--- src/hdl/nitr_pkg.sv ---
// Package: shared constants and types for the tie-rank block.
`timescale 1ns / 1ps
package nitr_pkg;
    localparam int MAX_LEN_DEF = 64;
    localparam int VAL_W       = 64;
    localparam int RANK_W      = 8;

    typedef enum logic [1:0] {
        RM_AVERAGE = 2'd0,
        RM_MIN     = 2'd1,
        RM_MAX     = 2'd2,
        RM_FIRST   = 2'd3
    } t_rank_method;

    typedef enum logic [1:0] {
        ST_LOAD  = 2'd0,
        ST_SCAN  = 2'd1,
        ST_EMIT  = 2'd2
    } t_back_state;

    // Request passed from the front part to the back part.
    typedef struct packed {
        logic [VAL_W-1:0] value;
        logic             present;
        logic             last;
    } t_req;
endpackage

--- src/hdl/nitr_front.sv ---
// Front part: accepts input requests and queues them for the back part.
`timescale 1ns / 1ps
module nitr_front
    import nitr_pkg::*;
(
    input  logic             i_clk,
    input  logic             i_rst_n,
    input  logic             i_valid,
    output logic             o_stall,
    input  logic [VAL_W-1:0] i_sample_value,
    input  logic             i_sample_present,
    input  logic             i_series_end,
    output logic             o_q_valid,
    output t_req             o_q_req,
    input  logic             i_q_take
);
    // Two-entry queue.
    t_req       r_mem [2];
    logic       r_wp, r_rp;
    logic [1:0] r_cnt;
    logic       w_push;

    assign o_stall   = (r_cnt == 2'd2);
    assign w_push    = i_valid && !o_stall;
    assign o_q_valid = (r_cnt != 2'd0);
    assign o_q_req   = r_mem[r_rp];

    // Write incoming request.
    always_ff @(posedge i_clk) begin
        if (w_push) begin
            r_mem[r_wp] <= '{value: i_sample_value, present: i_sample_present,
                             last: i_series_end};
        end
    end

    // Advance pointers and count.
    always_ff @(posedge i_clk) begin
        if (!i_rst_n) begin
            r_wp  <= 1'b0;
            r_rp  <= 1'b0;
            r_cnt <= 2'd0;
        end else begin
            if (w_push) r_wp <= ~r_wp;
            if (i_q_take) r_rp <= ~r_rp;
            r_cnt <= r_cnt + {1'b0, w_push} - {1'b0, i_q_take};
        end
    end

`ifndef SYNTHESIS
    a_no_take_empty: assert property (@(posedge i_clk) disable iff (!i_rst_n)
        i_q_take |-> o_q_valid) else $error("take from empty queue");
    a_cnt_range: assert property (@(posedge i_clk) disable iff (!i_rst_n)
        r_cnt != 2'd3) else $error("queue count out of range");
    a_full_stall: assert property (@(posedge i_clk) disable iff (!i_rst_n)
        (r_cnt == 2'd2 && !i_q_take) |=> o_stall) else $error("full queue not stalled");
`endif
endmodule

--- config.mk ---
export PLATFORM = sky130hd
export DESIGN_NAME = nitr_front
export DESIGN_NICKNAME = d
export VERILOG_FILES = /design/src/hdl/nitr_pkg.sv /design/src/hdl/nitr_front.sv
export SDC_FILE = /design/constraint.sdc
export NUM_CORES = 1
export LEC_CHECK = 0
export BUFFER_PORTS_ARGS = -buffer_cell sky130_fd_sc_hd__buf_2
export CORE_ASPECT_RATIO = 1.5
export CORE_MARGIN = 5
export CORE_UTILIZATION = 40
export DETAILED_ROUTE_END_ITERATION = 8
export GPL_TIMING_DRIVEN = 0
export PLACE_DENSITY = 0.66
export SLEW_MARGIN = 20
export SYNTH_ARGS = -nofsm -noshare
export SYNTH_HDL_FRONTEND = slang
export SYNTH_SLANG_ARGS = --single-unit
--- constraint.sdc ---
create_clock -name i_clk -period 3.7 [get_ports i_clk]
set_input_delay 0.37 -clock i_clk [delete_from_list [all_inputs] [get_ports i_clk]]
set_output_delay 0.37 -clock i_clk [all_outputs]
set_load 0.01 [all_outputs]
==> impl_metrics.json <==
{
  "numCtsBuffers": 17,
  "start_util_pct": 41.0,
  "antenna_found_initial": 1,
  "cts_buffer_depth": 2,
  "via_per_inst": 4.61,
  "tightest_slew_ns": 0.443,
  "synthCells": 230,
  "worst-setup-path-type": "reg -> out",
  "drive_above_1_share_pct": 61.3,
  "yosysUniqueCellTypes": 17,
  "globalplace.congestion": 0.705,
  "std_cell_rows": 50,
  "fin_crit_ns": 1.97,
  "rsz0062_at_grt": "false",
  "synth-seq-cells": 137,
  "first_iter_violations": 79,
  "insertion_delay_ns": 0.40,
  "holdPathEnd": "r_mem[1][15]",
  "syn_area_um2": 5150,
  "final_common_cell": "buf_2",
  "fin_crit_sh_pct": 53.1,
  "wire_per_inst_um": 17.0,
  "port_buffers": 137,
  "hpwl_mm": 6.61,
  "hold_viol": 0,
  "place_area_um2": 6150,
  "drtPass1Iterations": 4,
  "cts_tree": "yes",
  "run_status": "complete, no violations",
  "crit_fanout": 10,
  "report.final.slew_viol_count": 0,
  "core-area_um2": 12600,
  "wl_mm": 9.44,
  "gr-usage-all-layers_pct": 12.7,
  "crit_path_end_kind": "primary output",
  "synthAdderAreaFrac_pct": 0.486,
  "clkTransAtPathRegs_ns": 0.05,
  "critPathSlowestCell": "dfxtp_1",
  "cts_hold_buffers": 0,
  "htree_levels": 4,
  "max_freq_mhz": 509,
  "power.leakage_uw": 0.00267,
  "crit_path_start_kind": "flip-flop",
  "power.density_nw_per_um2": 666,
  "cts_setup_buffers": 0,
  "multi_input_area_um2": 1020,
  "muxShareOfSynthArea_pct": 17.5,
  "vias": 2565,
  "r2r-start": "r_cnt[0]",
  "grt_first_pass_wirelength_mm": 14.4,
  "setup_viol_count_final": 0,
  "synth-compound-area-share_pct": 0,
  "cts_resized": 0,
  "path_cells": "buf_6 -> buf_6 -> mux2_4 -> buf_2",
  "drv_cap": 0,
  "route.detailed.drc": 0,
  "final_cell_mix": "buf_2 (139), edfxtp_1 (132), mux2_4 (40), mux2_2 (26), clkbuf_16 (17)",
  "fillers": 1027,
  "hold_path_class": "in -> reg",
  "boundaryPins": 138,
  "skew_ns": 0.00790,
  "required_ns": 3.33,
  "grt_max_degree": 39,
  "worstReg2RegEnd": "r_mem[0][4]",
  "holdWs_ns": 0.158,
  "synthXorXnorAreaFrac_pct": 0.510,
  "hp-start": "i_sample_value[13]",
  "fin_nets": 462,
  "seqCellArea_um2": 4060,
  "synth_simple_gate_area_share_pct": 1.04,
  "die_w_um": 103,
  "ant_nets": 0,
  "synthesis.area_per_instance_um2": 22.4,
  "finalSetupTns_ns": 0,
  "die_area_um2": 15300,
  "diodes": 0,
  "synth_top_family_by_area": "multiplexers",
  "grt_pass1_vias": 2807,
  "cpPeakStageDelay_ns": 0.35,
  "irDropWorstVdd_v": 0.000436,
  "area_delta_synth_final_pct": 31.1,
  "r2r_slack_ns": 2.00,
  "max_slew_margin_pct": 70.4,
  "whs_path_depth": 1,
  "synth_seq_area_share_pct": 78.9,
  "cts_root_buffer": "clkbuf_16",
  "cpMostUsedCell": "buf_6",
  "fin_area_um2": 6750,
  "synth_nets": 302,
  "ys_warn_count": 0,
  "die_y_um": 149,
  "reg2reg_depth": 5,
  "cp.arrival_ns": 1.60,
  "cts.sinks": 137,
  "grt-ovfl-total": 0
}
## routing by layer
layer,track usage [%],up-vias,routed length [um]
met5,0,-,7
met4,5.32,2,104
met3,4.02,6,626
met2,22.8,73,5310
met1,13.4,1260,3390
li1,-,1224,-
## flip-flops by register name, indices dropped and copies added (netlist names), named ones only
name	count
r_cnt	2
r_rp	1
r_wp	1
r_mem	132
## Yosys cell counts
library cell  count  share of area [%]
edfxtp_1        132                 77
or2_2             1               0.12
dfxtp_1           5                1.9
buf_6             5                1.1
xor2_1            1               0.17
buf_2             2               0.19
mux2_2           26                5.7
nor2_1            4               0.29
inv_1             3               0.22
ha_1              2               0.49
nand2b_1          2               0.24
mux2_4           40                 12
and3_1            1               0.12
and2_1            1               0.12
nand2_1           2               0.15
mux2i_1           1               0.19
xnor2_1           2               0.34
## logic make-up (layout without fill, tap and decap cells)
family | after synthesis | after routing
multiplexers | 67 | 67
XOR/XNOR | 3 | 3
AND/OR/NAND/NOR | 11 | 11
buffers and inverters | 10 | 181
adder cells (fa/ha/maj) | 2 | 2
flip-flops | 137 | 137
## power by group
group	total, uW	internal [uW]	leakage (uW)	switching, uW
combinational	767	382	0.00110	385
clock	1710	1120	0.000292	594
sequential	2020	1970	0.00127	55.0
total	4500	3460	0.00267	1030
## cell type report
class	instances	area share, %
Tap cell	156	2.89
Clock buffer	17	6.30
Buffer	7	0.982
Timing Repair Buffer	141	11.7
Inverter	3	0.167
Multi-Input combinational cell	83	15.1
Clock inverter	13	2.67
Sequential cell	137	60.2
## critical path, delay by kind of cell (launching register included)
kind | cells | cell delay [ns]
buffers and inverters | 3 | 0.52
DFF | 1 | 0.35
muxes | 1 | 0.32
## how the worst max path moves through the flow
stage | to | from | cells past startpoint
global route | o_q_req[36] | flip-flop | 4
detailed placement | r_mem[0][57] | r_cnt[0] | 5
CTS | o_q_req[46] | flip-flop | 4
floorplan | r_mem[0][0] | r_cnt[0] | 3
finish | o_q_req[46] | flip-flop | 4
global placement | r_mem[0][57] | r_cnt[0] | 3
## through the flow
step,instances,power [uW],utilization [%],setup WS (ns)
4_1_cts,557,4570,53.7,1.69
2_1_floorplan,230,2500,-,0.999
6_report,557,4500,53.7,1.73
3_5_place_dp,527,2840,48.9,1.99
5_1_grt,557,4710,53.7,1.64
3_3_place_gp,523,2770,48.0,-0.0143
Note: power is estimated with default switching activity, not from simulation.
